--- src/design/dgr_pkg.sv ---
// Shared types, constants and helpers for the deadlock graph reduction block.
// No dependencies; every other design file imports this package.
package dgr_pkg;

  localparam int T_W       = 4;
  localparam int R_W       = 4;
  localparam int MAX_T     = 1 << T_W;
  localparam int MAX_R     = 1 << R_W;
  localparam int CNT_W     = T_W + 1;
  localparam int CFG_IDX_W = 2;
  localparam int CFG_DAT_W = 5;

  localparam logic [CFG_IDX_W-1:0] REG_TCOUNT = CFG_IDX_W'(0);
  localparam logic [CFG_IDX_W-1:0] REG_RCOUNT = CFG_IDX_W'(1);

  typedef logic [MAX_R-1:0] row_t;

  typedef enum logic [1:0] {
    ACT_CLEAR = 2'd0,
    ACT_HOLD  = 2'd1,
    ACT_WAIT  = 2'd2,
    ACT_STEP  = 2'd3
  } action_e;

  typedef enum logic [2:0] {
    OP_SCAN,
    OP_RELEASE,
    OP_GRANT,
    OP_ADD_HOLD,
    OP_ADD_WAIT,
    OP_CLEAR
  } row_op_e;

  typedef struct packed {
    row_op_e        op;
    logic           in_use;
    logic           add_en;
    logic [R_W-1:0] res_idx;
  } alu_ctl_t;

  typedef struct packed {
    row_t new_hold;
    row_t new_wait;
    row_t held_bits;
    row_t claim_bits;
    logic changed;
    logic live;
    logic conflict;
  } alu_res_t;

  // 0 reads as 1, anything above the maximum saturates
  function automatic logic [CNT_W-1:0] clamp_count(input logic [CFG_DAT_W-1:0] v,
                                                   input logic [CNT_W-1:0] maxv);
    logic [CNT_W-1:0] r;
    if (v == '0) begin
      r = CNT_W'(1);
    end else if (CNT_W'(v) > maxv) begin
      r = maxv;
    end else begin
      r = CNT_W'(v);
    end
    return r;
  endfunction

  function automatic row_t col_mask(input logic [CNT_W-1:0] rc);
    row_t m;
    for (int r = 0; r < MAX_R; r++) begin
      m[r] = (CNT_W'(r) < rc);
    end
    return m;
  endfunction

endpackage

--- src/design/dgr_graph.sv ---
// Hold and wait matrix storage: one row read and one row written per cycle.
// Depends on dgr_pkg.
module dgr_graph import dgr_pkg::*; (
  input  logic           clk_i,
  input  logic           rst_ni,
  input  logic [T_W-1:0] addr_i,
  input  logic           wr_en_i,
  input  row_t           wr_hold_i,
  input  row_t           wr_wait_i,
  output row_t           rd_hold_o,
  output row_t           rd_wait_o
);

  row_t hold_q [MAX_T];
  row_t wait_q [MAX_T];

  always_ff @(posedge clk_i or negedge rst_ni) begin
    if (!rst_ni) begin
      for (int t = 0; t < MAX_T; t++) begin
        hold_q[t] <= '0;
        wait_q[t] <= '0;
      end
    end else if (wr_en_i) begin
      hold_q[addr_i] <= wr_hold_i;
      wait_q[addr_i] <= wr_wait_i;
    end
  end

  assign rd_hold_o = hold_q[addr_i];
  assign rd_wait_o = wait_q[addr_i];

endmodule

--- src/design/dgr_row_alu.sv ---
// Shared row unit: updates one transaction row per cycle for every sweep.
// Depends on dgr_pkg.
module dgr_row_alu import dgr_pkg::*; (
  input  alu_ctl_t ctl_i,
  input  row_t     hold_i,
  input  row_t     wait_i,
  input  row_t     mask_i,
  input  row_t     held_i,
  input  row_t     claimed_i,
  output alu_res_t res_o
);

  row_t hm;
  row_t grant;
  row_t bit_sel;

  always_comb begin
    hm       = hold_i & mask_i;
    grant    = '0;
    bit_sel  = row_t'(1) << ctl_i.res_idx;
    res_o    = '0;
    res_o.new_hold = hold_i;
    res_o.new_wait = wait_i;
    unique case (ctl_i.op)
      OP_CLEAR: begin
        res_o.new_hold = '0;
        res_o.new_wait = '0;
      end
      OP_RELEASE: begin
        // a transaction waiting for nothing gives back everything it holds
        if (ctl_i.in_use && (|hm) && !(|(wait_i & mask_i))) begin
          res_o.new_hold = hold_i & ~mask_i;
          res_o.changed  = 1'b1;
        end
      end
      OP_GRANT: begin
        // free resources go to the lowest waiter not yet passed
        if (ctl_i.in_use) begin
          grant          = wait_i & mask_i & ~held_i & ~claimed_i;
          res_o.new_hold = hold_i | grant;
          res_o.new_wait = wait_i & ~grant;
          res_o.changed  = |grant;
        end
      end
      OP_ADD_HOLD: begin
        if (ctl_i.add_en) res_o.new_hold = hold_i | bit_sel;
      end
      OP_ADD_WAIT: begin
        if (ctl_i.add_en) res_o.new_wait = wait_i | bit_sel;
      end
      OP_SCAN: begin
      end
      default: begin
      end
    endcase
    res_o.held_bits  = ctl_i.in_use ? (res_o.new_hold & mask_i) : '0;
    res_o.claim_bits = ctl_i.in_use ? (wait_i & mask_i) : '0;
    res_o.live       = ctl_i.in_use && (|(res_o.new_hold & mask_i));
    res_o.conflict   = hold_i[ctl_i.res_idx];
  end

endmodule

--- src/design/deadlock_graph_reduction.sv ---
// Top level: command port, count registers and sweep sequencer.
// Depends on dgr_pkg, dgr_graph, dgr_row_alu.
//
//  channel  | handshake                    | payload
//  ---------+------------------------------+----------------------------------------
//  command  | start (in), busy (out)       | action_i, transaction_index_i, resource_index_i
//  result   | done_o (one-cycle strobe)    | changed_o, deadlock_o, refused_o
//  config   | cfg_valid_i, cfg_ready_o     | cfg_index_i, cfg_data_i
//
// Every item walks the 16 transaction rows through one row unit, one row per clock.
// Clear: a full sweep. Add hold/wait: a 16-row scan, then an update of the addressed row.
// Reduction step: a release sweep, then a grant sweep.
// The result strobe is registered in the final state; busy falls together with it.
// Reset clears both matrices and sets both counts to 1. Results cannot be stalled.
module deadlock_graph_reduction import dgr_pkg::*; (
  input  logic                 clk_i,
  input  logic                 rst_ni,
  input  logic                 start,
  output logic                 busy,
  input  logic [1:0]           action_i,
  input  logic [T_W-1:0]       transaction_index_i,
  input  logic [R_W-1:0]       resource_index_i,
  output logic                 done_o,
  output logic                 changed_o,
  output logic                 deadlock_o,
  output logic                 refused_o,
  input  logic                 cfg_valid_i,
  output logic                 cfg_ready_o,
  input  logic [CFG_IDX_W-1:0] cfg_index_i,
  input  logic [CFG_DAT_W-1:0] cfg_data_i
);

  typedef enum logic [2:0] {
    S_IDLE,
    S_CLEAR,
    S_SCAN,
    S_APPLY,
    S_RELEASE,
    S_GRANT
  } state_e;

  state_e           state_q;
  logic             busy_q;
  logic [T_W-1:0]   t_q;
  action_e          act_q;
  logic [T_W-1:0]   ti_q;
  logic [R_W-1:0]   ri_q;
  row_t             held_q, held_d;
  row_t             claimed_q, claimed_d;
  logic             chg_q, chg_d;
  logic             dl_q, dl_d;
  logic             conflict_q, conflict_d;
  logic             done_q, changed_q, deadlock_q, refused_q;
  logic [CNT_W-1:0] tcount_q, rcount_q;

  logic [T_W-1:0]   addr;
  logic             wr_en;
  logic             last_row;
  logic             out_of_range;
  row_t             mask;
  row_t             rd_hold, rd_wait;
  alu_ctl_t         ctl;
  alu_res_t         res;

  assign busy        = busy_q;
  assign cfg_ready_o = ~busy_q;
  assign done_o      = done_q;
  assign changed_o   = changed_q;
  assign deadlock_o  = deadlock_q;
  assign refused_o   = refused_q;

  // configuration counts
  always_ff @(posedge clk_i or negedge rst_ni) begin
    if (!rst_ni) begin
      tcount_q <= CNT_W'(1);
      rcount_q <= CNT_W'(1);
    end else if (cfg_valid_i && cfg_ready_o) begin
      if (cfg_index_i == REG_TCOUNT) tcount_q <= clamp_count(cfg_data_i, CNT_W'(MAX_T));
      if (cfg_index_i == REG_RCOUNT) rcount_q <= clamp_count(cfg_data_i, CNT_W'(MAX_R));
    end
  end

  assign mask         = col_mask(rcount_q);
  assign addr         = (state_q == S_APPLY) ? ti_q : t_q;
  assign last_row     = (t_q == T_W'(MAX_T - 1));
  assign out_of_range = ({1'b0, ti_q} >= tcount_q) || ({1'b0, ri_q} >= rcount_q);

  always_comb begin
    ctl         = '0;
    ctl.in_use  = ({1'b0, addr} < tcount_q);
    ctl.res_idx = ri_q;
    ctl.add_en  = !out_of_range && !((act_q == ACT_HOLD) && conflict_q);
    wr_en       = 1'b1;
    unique case (state_q)
      S_CLEAR:   ctl.op = OP_CLEAR;
      S_RELEASE: ctl.op = OP_RELEASE;
      S_GRANT:   ctl.op = OP_GRANT;
      S_APPLY:   ctl.op = (act_q == ACT_HOLD) ? OP_ADD_HOLD : OP_ADD_WAIT;
      S_SCAN: begin
        ctl.op = OP_SCAN;
        wr_en  = 1'b0;
      end
      default: begin
        ctl.op = OP_SCAN;
        wr_en  = 1'b0;
      end
    endcase
  end

  dgr_graph u_graph (
    .clk_i     (clk_i),
    .rst_ni    (rst_ni),
    .addr_i    (addr),
    .wr_en_i   (wr_en),
    .wr_hold_i (res.new_hold),
    .wr_wait_i (res.new_wait),
    .rd_hold_o (rd_hold),
    .rd_wait_o (rd_wait)
  );

  dgr_row_alu u_alu (
    .ctl_i     (ctl),
    .hold_i    (rd_hold),
    .wait_i    (rd_wait),
    .mask_i    (mask),
    .held_i    (held_q),
    .claimed_i (claimed_q),
    .res_o     (res)
  );

  // sweep accumulators including the current row
  assign held_d     = held_q | res.held_bits;
  assign claimed_d  = claimed_q | res.claim_bits;
  assign chg_d      = chg_q | res.changed;
  assign dl_d       = dl_q | res.live;
  assign conflict_d = conflict_q | res.conflict;

  always_ff @(posedge clk_i or negedge rst_ni) begin
    if (!rst_ni) begin
      state_q    <= S_IDLE;
      busy_q     <= 1'b0;
      t_q        <= '0;
      act_q      <= ACT_CLEAR;
      ti_q       <= '0;
      ri_q       <= '0;
      held_q     <= '0;
      claimed_q  <= '0;
      chg_q      <= 1'b0;
      dl_q       <= 1'b0;
      conflict_q <= 1'b0;
      done_q     <= 1'b0;
      changed_q  <= 1'b0;
      deadlock_q <= 1'b0;
      refused_q  <= 1'b0;
    end else begin
      done_q <= 1'b0;
      unique case (state_q)
        S_IDLE: begin
          if (start) begin
            act_q      <= action_e'(action_i);
            ti_q       <= transaction_index_i;
            ri_q       <= resource_index_i;
            t_q        <= '0;
            held_q     <= '0;
            claimed_q  <= '0;
            chg_q      <= 1'b0;
            dl_q       <= 1'b0;
            conflict_q <= 1'b0;
            busy_q     <= 1'b1;
            unique case (action_e'(action_i))
              ACT_CLEAR: state_q <= S_CLEAR;
              ACT_STEP:  state_q <= S_RELEASE;
              default:   state_q <= S_SCAN;
            endcase
          end
        end
        S_CLEAR: begin
          t_q <= t_q + T_W'(1);
          if (last_row) begin
            state_q    <= S_IDLE;
            busy_q     <= 1'b0;
            done_q     <= 1'b1;
            changed_q  <= 1'b0;
            deadlock_q <= 1'b0;
            refused_q  <= 1'b0;
          end
        end
        S_SCAN: begin
          t_q        <= t_q + T_W'(1);
          dl_q       <= dl_d;
          conflict_q <= conflict_d;
          if (last_row) state_q <= S_APPLY;
        end
        S_APPLY: begin
          state_q    <= S_IDLE;
          busy_q     <= 1'b0;
          done_q     <= 1'b1;
          changed_q  <= 1'b0;
          refused_q  <= ~ctl.add_en;
          // an accepted hold is in range, so it always leaves a live hold
          deadlock_q <= dl_q | ((act_q == ACT_HOLD) && ctl.add_en);
        end
        S_RELEASE: begin
          t_q    <= t_q + T_W'(1);
          held_q <= held_d;
          chg_q  <= chg_d;
          if (last_row) state_q <= S_GRANT;
        end
        S_GRANT: begin
          t_q       <= t_q + T_W'(1);
          claimed_q <= claimed_d;
          chg_q     <= chg_d;
          dl_q      <= dl_d;
          if (last_row) begin
            state_q    <= S_IDLE;
            busy_q     <= 1'b0;
            done_q     <= 1'b1;
            changed_q  <= chg_d;
            deadlock_q <= dl_d;
            refused_q  <= 1'b0;
          end
        end
        default: state_q <= S_IDLE;
      endcase
    end
  end

`ifndef SYNTHESIS
  a_busy_matches_state: assert property (@(posedge clk_i) disable iff (!rst_ni)
    (state_q == S_IDLE) == !busy_q)
    else $error("busy flag out of step with sequencer");

  a_done_not_busy: assert property (@(posedge clk_i) disable iff (!rst_ni)
    done_q |-> !busy_q)
    else $error("result strobe while a request is still in work");

  a_accept_goes_busy: assert property (@(posedge clk_i) disable iff (!rst_ni)
    (start && !busy) |=> busy)
    else $error("accepted request did not start a sweep");

  a_single_strobe: assert property (@(posedge clk_i) disable iff (!rst_ni)
    done_q |=> !done_q)
    else $error("more than one result for a request");

  a_flags_exclusive: assert property (@(posedge clk_i) disable iff (!rst_ni)
    done_q |-> !(changed_q && refused_q))
    else $error("changed and refused both set");
`endif

endmodule

--- config.mk ---
export PLATFORM = sky130hd
export DESIGN_NAME = deadlock_graph_reduction
export DESIGN_NICKNAME = d
export VERILOG_FILES = /design/src/design/dgr_pkg.sv /design/src/design/dgr_graph.sv /design/src/design/dgr_row_alu.sv /design/src/design/deadlock_graph_reduction.sv
export SDC_FILE = /design/constraint.sdc
export NUM_CORES = 1
export LEC_CHECK = 0
export ABC_AREA = 1
export BUFFER_PORTS_ARGS = -buffer_cell sky130_fd_sc_hd__buf_2
export CAP_MARGIN = 5
export CORE_UTILIZATION = 30
export CTS_BUF_LIST = sky130_fd_sc_hd__clkbuf_8
export DETAILED_ROUTE_END_ITERATION = 8
export PLACE_DENSITY = 0.48
export SETUP_SLACK_MARGIN = 0.5
export SYNTH_ARGS = -nofsm -noshare
export SYNTH_HDL_FRONTEND = slang
export SYNTH_SLANG_ARGS = --single-unit
--- constraint.sdc ---
create_clock -name clk_i -period 4.5 [get_ports clk_i]
set_input_delay 0.225 -clock clk_i [delete_from_list [all_inputs] [get_ports clk_i]]
set_output_delay 0.225 -clock clk_i [all_outputs]
set_load 0.05 [all_outputs]
---- Word level (Yosys, flattened, before mapping) ----
Cells that the tools add are included.
Widths: inputs -> output; s select.
operators by class
  equality and inequality tests ........... 20
  add/subtract/negate cells ............... 1
  mux-type cells .......................... 54
  reductions and logical operators ........ 47
  bitwise gates (word level) .............. 23
  order comparisons ....................... 23
  shift operators ......................... 1
operator list
  operator              count
  $bwmux 256            2
  $mux 16               11
  $bmux 16 s4           2
  $and 16x16->16        7
  $or 16x16->16         5
  $demux 16 s4          1
  $not 16->16           4
  $pmux 16 s2           2
  $pmux 16 s4           1
  $reduce_or 16->1      4
  $pmux 16 s3           1
  $lt 4x5->1 const A    8
  $mux 32               1
  $pmux 3 s4            2
  $lt 3x5->1 const A    4
  $reduce_and 2->1      10
  $shl 1x4->16 const A  1
  $mux 3                5
  $reduce_bool 2->1     7
  $eq 3x2->1 const B    4
  $eq 3x3->1 const B    4
  $pmux 1 s2            6
  $ge 4x5->1            2
  $lt 1x5->1 const A    2
  other kinds (34)      73
storage, ports and cells
  output and inout port bits .............. 6
  bits in registers ....................... 579
  word-level logic and storage cells ...... 218

---- Longest topological paths before layout ----
  depth in word-level cells ............... 19
  depth in mapped cells ................... 32
  mapped depth without buffers ............ 28

---- Hierarchy ----
Synthesis repeated with hierarchy kept, for this count alone.
second synthesis, totals
  cell total of the unflattened synthesis .. 4123
  area total of the unflattened synthesis .. 29577.1 µm²
by module, submodules not included
  module                    instances  seq. area each (µm²)  area each (µm²)  cells each
  dgr_graph                 1          12812.3               23902.9          3265
  deadlock_graph_reduction  1          1679.1                3603.5           409
  dgr_row_alu               1          0.0                   2070.7           449

---- Worst setup path before layout ----
OpenSTA, ideal clock, no wires.
  kind .................................... reg-to-reg
  start point ............................. register state_q[0]
  end point ............................... register deadlock_q, in the netlist deadlock_o
  buffers on the path ..................... 4
  cell stages (with the launch flop) ...... 25
  required time ........................... 4381 ps
  arrival ................................. 3031 ps
  slack ................................... 1350 ps
  cell sequence ........................... dfrtp_1 buf_4 nand2_1 nor2_2 o21ai_1 buf_2 buf_2 ha_1 nand4_1 o211ai_1 nor2_1 nand2_1 nor2_4 buf_6 nand3_1 nand2_1 nand2_1 nand3_1 nand2_1 nor2_1 nand2_1 o21ai_1 nand2_1 nand2_1 nand2_1
between the ends
  word-level cells in the longest chain between the ends .. 18
  elaborated cells between the ends (all ways) .. 44
RTL lines
  item                                                line                                                                                             RTL
  start: declaration                                  deadlock_graph_reduction.sv:42                                                                   state_e state_q;
  start signal: assignment                            deadlock_graph_reduction.sv:140                                                                  state_q <= S_IDLE;
  start signal: assignment                            deadlock_graph_reduction.sv:171                                                                  ACT_CLEAR: state_q <= S_CLEAR;
  start signal: assignment                            deadlock_graph_reduction.sv:172                                                                  ACT_STEP: state_q <= S_RELEASE;
  $eq 3x2->1                                          deadlock_graph_reduction.sv:84, deadlock_graph_reduction.sv:94, deadlock_graph_reduction.sv:157
  $mux 4                                              deadlock_graph_reduction.sv:84                                                                   assign addr = (state_q == S_APPLY) ? ti_q : t_q;
  $not 4->5 (implied by the code)                     dgr_graph.sv:29, dgr_graph.sv:30
  $bmux 16 s4 (on tied branches)                      dgr_graph.sv:29, dgr_graph.sv:30
  $mux 16 (on tied branches) (2 in a row)             dgr_graph.sv:29, dgr_graph.sv:30
  $and 16x16->16 (on tied branches)                   dgr_row_alu.sv:18, dgr_row_alu.sv:31, dgr_row_alu.sv:39
  $reduce_or 16->1 or $and 16x16->16 (tied branches)  dgr_row_alu.sv:31, dgr_row_alu.sv:39
  $logic_and 1x1->1 (tied with other cells)           dgr_row_alu.sv:31                                                                                if (ctl_i.in_use && (|hm) && !(|(wait_i & mask_i))) begin
  $logic_and 1x1->1 or $or 16x16->16 (tied branches)  dgr_row_alu.sv:31, dgr_row_alu.sv:40
  $mux 16 or $mux 32 (tied branches)                  dgr_row_alu.sv:31, dgr_row_alu.sv:38
  $pmux 16 s4                                         dgr_row_alu.sv:24                                                                                unique case (ctl_i.op)
  $and 16x16->16                                      dgr_row_alu.sv:58                                                                                res_o.live = ctl_i.in_use && (|(res_o.new_hold & mask_i));
  $reduce_or 16->1                                    dgr_row_alu.sv:58
  $logic_and 1x1->1                                   dgr_row_alu.sv:58
  $or 1x1->1                                          deadlock_graph_reduction.sv:135                                                                  assign dl_d = dl_q | res.live;
  $mux 1                                              deadlock_graph_reduction.sv:214                                                                  if (last_row) begin
  $pmux 1 s3                                          deadlock_graph_reduction.sv:157                                                                  unique case (state_q)
  end signal: assignment                              deadlock_graph_reduction.sv:201                                                                  deadlock_q <= dl_q | ((act_q == ACT_HOLD) && ctl.add_en);
  end signal: assignment                              deadlock_graph_reduction.sv:219                                                                  deadlock_q <= dl_d;
  end: declaration                                    deadlock_graph_reduction.sv:53                                                                   logic done_q, changed_q, deadlock_q, refused_q;
Parallel ways exist; a longest one is shown, timed or not. The select of a mux whose other input is x is not followed.
A chain may end at the register's enable or synchronous reset.

---- Worst setup path in the final report ----
  start point ............................. register state_q[1]
  end point ............................... register deadlock_q, in the netlist deadlock_o
The elaborated chain is that of the path after synthesis.

==> metrics.md <==
| Metric | Value |
|---|---|
| Die height | 318 um |
| H-Tree Depth | 3 |
| Pin count of the biggest net entering global routing | 103 |
| Crit. End Element | flip-flop |
| Clock sinks | 579 |
| TritonCTS clock tree | yes |
| Flops & latches, synth | 579 |
| Period Utilization, post-route | 85.5% |
| Avg Vias per Cell | 4.74 |
| Post-DP HPWL | 64500 um |
| Syn_area_per_cell | 6.99 sq um |
| # fillers | 10600 |
| DRC Markers | 0 |
| Mapped Cells | 4273 |
| Vias post-DR | 27200 |
| Post-synth top area share | 48.3% |
| Share of layout cells above drive strength 1 | 9.86% |
| Outcome | completed |
| Die ar. | 0.101 sq mm |
| Sequential share of power | 25.0% |
| Power Dens Cells | 893 mW/mm^2 |
| Core region area | 0.0986 sq mm |
| CTS clk-pin slew, worst paths | 0.06 ns |
| WHS | 0.109 ns |
| Seq/Total Area, Yosys | 48.5% |
| Dominant synthesized flop cell | dfrtp_1 |
| RSZ-0062 raised after global routing | no |
| Grt met3 use | 2.72% |
| Clk root buf | clkbuf_8 |
| NetSw | 0.0160 W |
| Final cell count without fillers | 5744 |
| Sw Share | 50.9% |
| Chip Width | 318 um |
| Cell Area, Placed | 0.0320 sq mm |
| # rows | 115 |
| Cell Area, Synth | 0.0299 sq mm |
| Worst Path Required | 5.15 ns |
| Crit path kind | reg2reg |
| Post-synth EDFFs | 0 |
| Synth-to-layout area growth | 17.9% |
| Starting Density | 30.3% |
| Mapped Nets | 4308 |
| Met2 Usage GRT | 33.9% |
| Drt wl/cell | 18.8 um |
| Max-slew violations | 0 |
| Initial antenna violation count | 1 |
| Initial DRC Count | 2568 |
| Final WL | 108000 um |
| Crit path time final | 3.85 ns |
| Fin. Hold Viols | 0 |
| Routability cong. | 0.926 |
| Asr flop ratio synth | 100% |
| GRT busiest layer | met2 |
| Max VDD drop | 0.000434 V |
| Yosys top cell by area | dfrtp_1 |
| Fmax | 260 MHz |
| Library cells used by synthesis | 45 |
| Final setup TNS | 0 ns |
| Gr ovfl total | 0 |
| Slew HR | 35.8% |
| Internal Dissipation | 0.0154 W |
| Max-cap violations | 0 |
| Most frequent cells in the layout | nand2_1, dfrtp_1, o21ai_0, inv_1, buf_4 |
| CP arrival | 4.50 ns |
| Slew of the pin with the lowest slew margin | 0.962 ns |
| Most common cell after layout, fill and taps aside | nand2_1 |
| Post-route cell area | 0.0352 sq mm |
| CTS max path bufs | 3 |
| Met1 Use GR | 29.3% |
| Synthesis Warnings | 0 |
| PortBufs | 26 |
| IO Count | 27 |
| Synth top area cells | dfrtp_1, nand2_1, o21ai_0, inv_1, nor2_1 |
| Leak pwr | 17.9 nW |
| Num CTS Buffers | 102 |
| Crit-path max FO | 16 |
| Comb power frac | 58.5% |
| Placed insts | 5485 |
| Post-route ant nets | 0 |
| Worst Hold Class | in2reg |
| Vias in the first global route | 25900 |
| Clock latency on the worst-skew pair | 0.76 ns |
| Worst Setup Start Kind | flip-flop |
| Final setup viols | 0 |
| All-Layer GR Usage | 21.0% |
| First-pass GRT wire length | 164000 um |
| Clock share of power | 16.5% |
| Nets | 4405 |
| First drt pass iteration count | 6 |
| Clk_skew | 0.0457 ns |
-- layer usage --
layer  up-vias  part of all wire [%]  wire, um
met5         -                     0         0
met4         0                   3.0      3190
met3       196                   5.1      5470
met2       689                    45     48900
met1     13000                    47     50500
li1      13400                     -         -
-- power by group through the flow --
stage	Combinational (W)	Clock, W	Sequential (W)
after floorplan	0.0106	0	0.00771
after global placement	0.0172	0	0.00789
after detailed placement	0.0172	0	0.00791
after CTS	0.0177	0.00531	0.00784
after global routing	0.0203	0.00553	0.00807
final	0.0184	0.00519	0.00786
-- cell usage after synthesis (all sizes together), types with 3 or more instances --
library cell / n
nand3b: 13
a22oi: 5
o211ai: 6
inv: 416
ha: 14
nor2: 178
buf: 75
nor4: 3
a21oi: 60
nand2: 2010
dfrtp: 577
clkbuf: 174
nand4: 7
nand3: 76
o21ai: 604
o22ai: 10
nor3: 26
-- worst paths after layout --
path                            slack [ns]  depth (start not counted)                               to                             from
worst min-delay path                  0.11                          6          tcount_q[1]$_DFFE_PN0P_                      cfg_valid_i
min in group asynchronous             0.14                          2  u_graph.wait_q[149]$_DFFE_PN0P_                           rst_ni
worst min register to register        0.47                          2  u_graph.wait_q[148]$_DFFE_PN0P_  u_graph.wait_q[148]$_DFFE_PN0P_
worst max register to register        0.65                         26           deadlock_o$_DFFE_PN0P_           state_q[1]$_DFFE_PN0P_
max in group asynchronous             3.28                          3  u_graph.hold_q[150]$_DFFE_PN0P_                           rst_ni
worst max-delay path                  0.65                         26           deadlock_o$_DFFE_PN0P_           state_q[1]$_DFFE_PN0P_
-- worst max-delay path: stages (launching register included) --
cell	delay [ns]
dfrtp_2	0.44
buf_4	0.16
nand3_2	0.16
nand2_1	0.16
o21ai_4	0.09
buf_4	0.18
nor2_4	0.44
buf_12	0.26
nand2_1	0.07
nand2_1	0.13
nor2_1	0.07
nor2_1	0.12
nor2_1	0.06
nand2_1	0.06
nor2_1	0.06
nand2_4	0.19
nand3_1	0.10
nand2_1	0.07
nand2_1	0.06
nand3_1	0.15
nand2_1	0.07
nor2_1	0.12
nand2_1	0.13
o21ai_2	0.17
nand2_1	0.07
nand2_1	0.06
nand2_1	0.05
-- sequential cells by signal, summed over array words and instances (netlist names), 4 cells and up --
register / flops
claimed_q: 16
held_q: 16
rcount_q: 5
ri_q: 4
t_q: 4
tcount_q: 5
ti_q: 4
u_graph.hold_q: 256
u_graph.wait_q: 256
-- per-stage QoR --
step                      worst slack (ns)  util, %  power, W
final                                0.652     35.7    0.0315
after CTS                            0.503     35.2    0.0309
after detailed placement             0.165     32.5    0.0251
after global routing                 0.473     35.7    0.0339
after floorplan                       1.35        -    0.0183
after global placement               0.205     32.5    0.0251
-- layout make-up --
cell class	count	area [sq um]	share of cell area, %
Multi-Input combinational cell	3032	13000	36.9
Clock inverter	46	231	0.657
Timing Repair Buffer	237	2380	6.76
Sequential cell	579	14500	41.1
Antenna cell	5	12.5	0.0355
Tap cell	1287	1610	4.57
Clock buffer	140	1930	5.47
Inverter	418	1570	4.47
-- kinds of logic after synthesis --
| family | synth area share, % |
|---|---|
| AO/OA/AOI/OAI | 12.0 |
| adder cells (fa/ha/maj) | 0.586 |
| flip-flops | 48.5 |
| AND/OR/NAND/NOR | 29.9 |
| buffers and inverters | 8.96 |
| XOR/XNOR | 0.0586 |
-- what timing repair did --
action	CTS	global route
hold endpoints to repair	113	0
setup endpoints to repair	65	197
pin swaps	7	11
cloned	4	9
buffers inserted	17	13
gates resized for setup	16	36
hold buffers	25	0
Power figures use the tool's default switching activity.
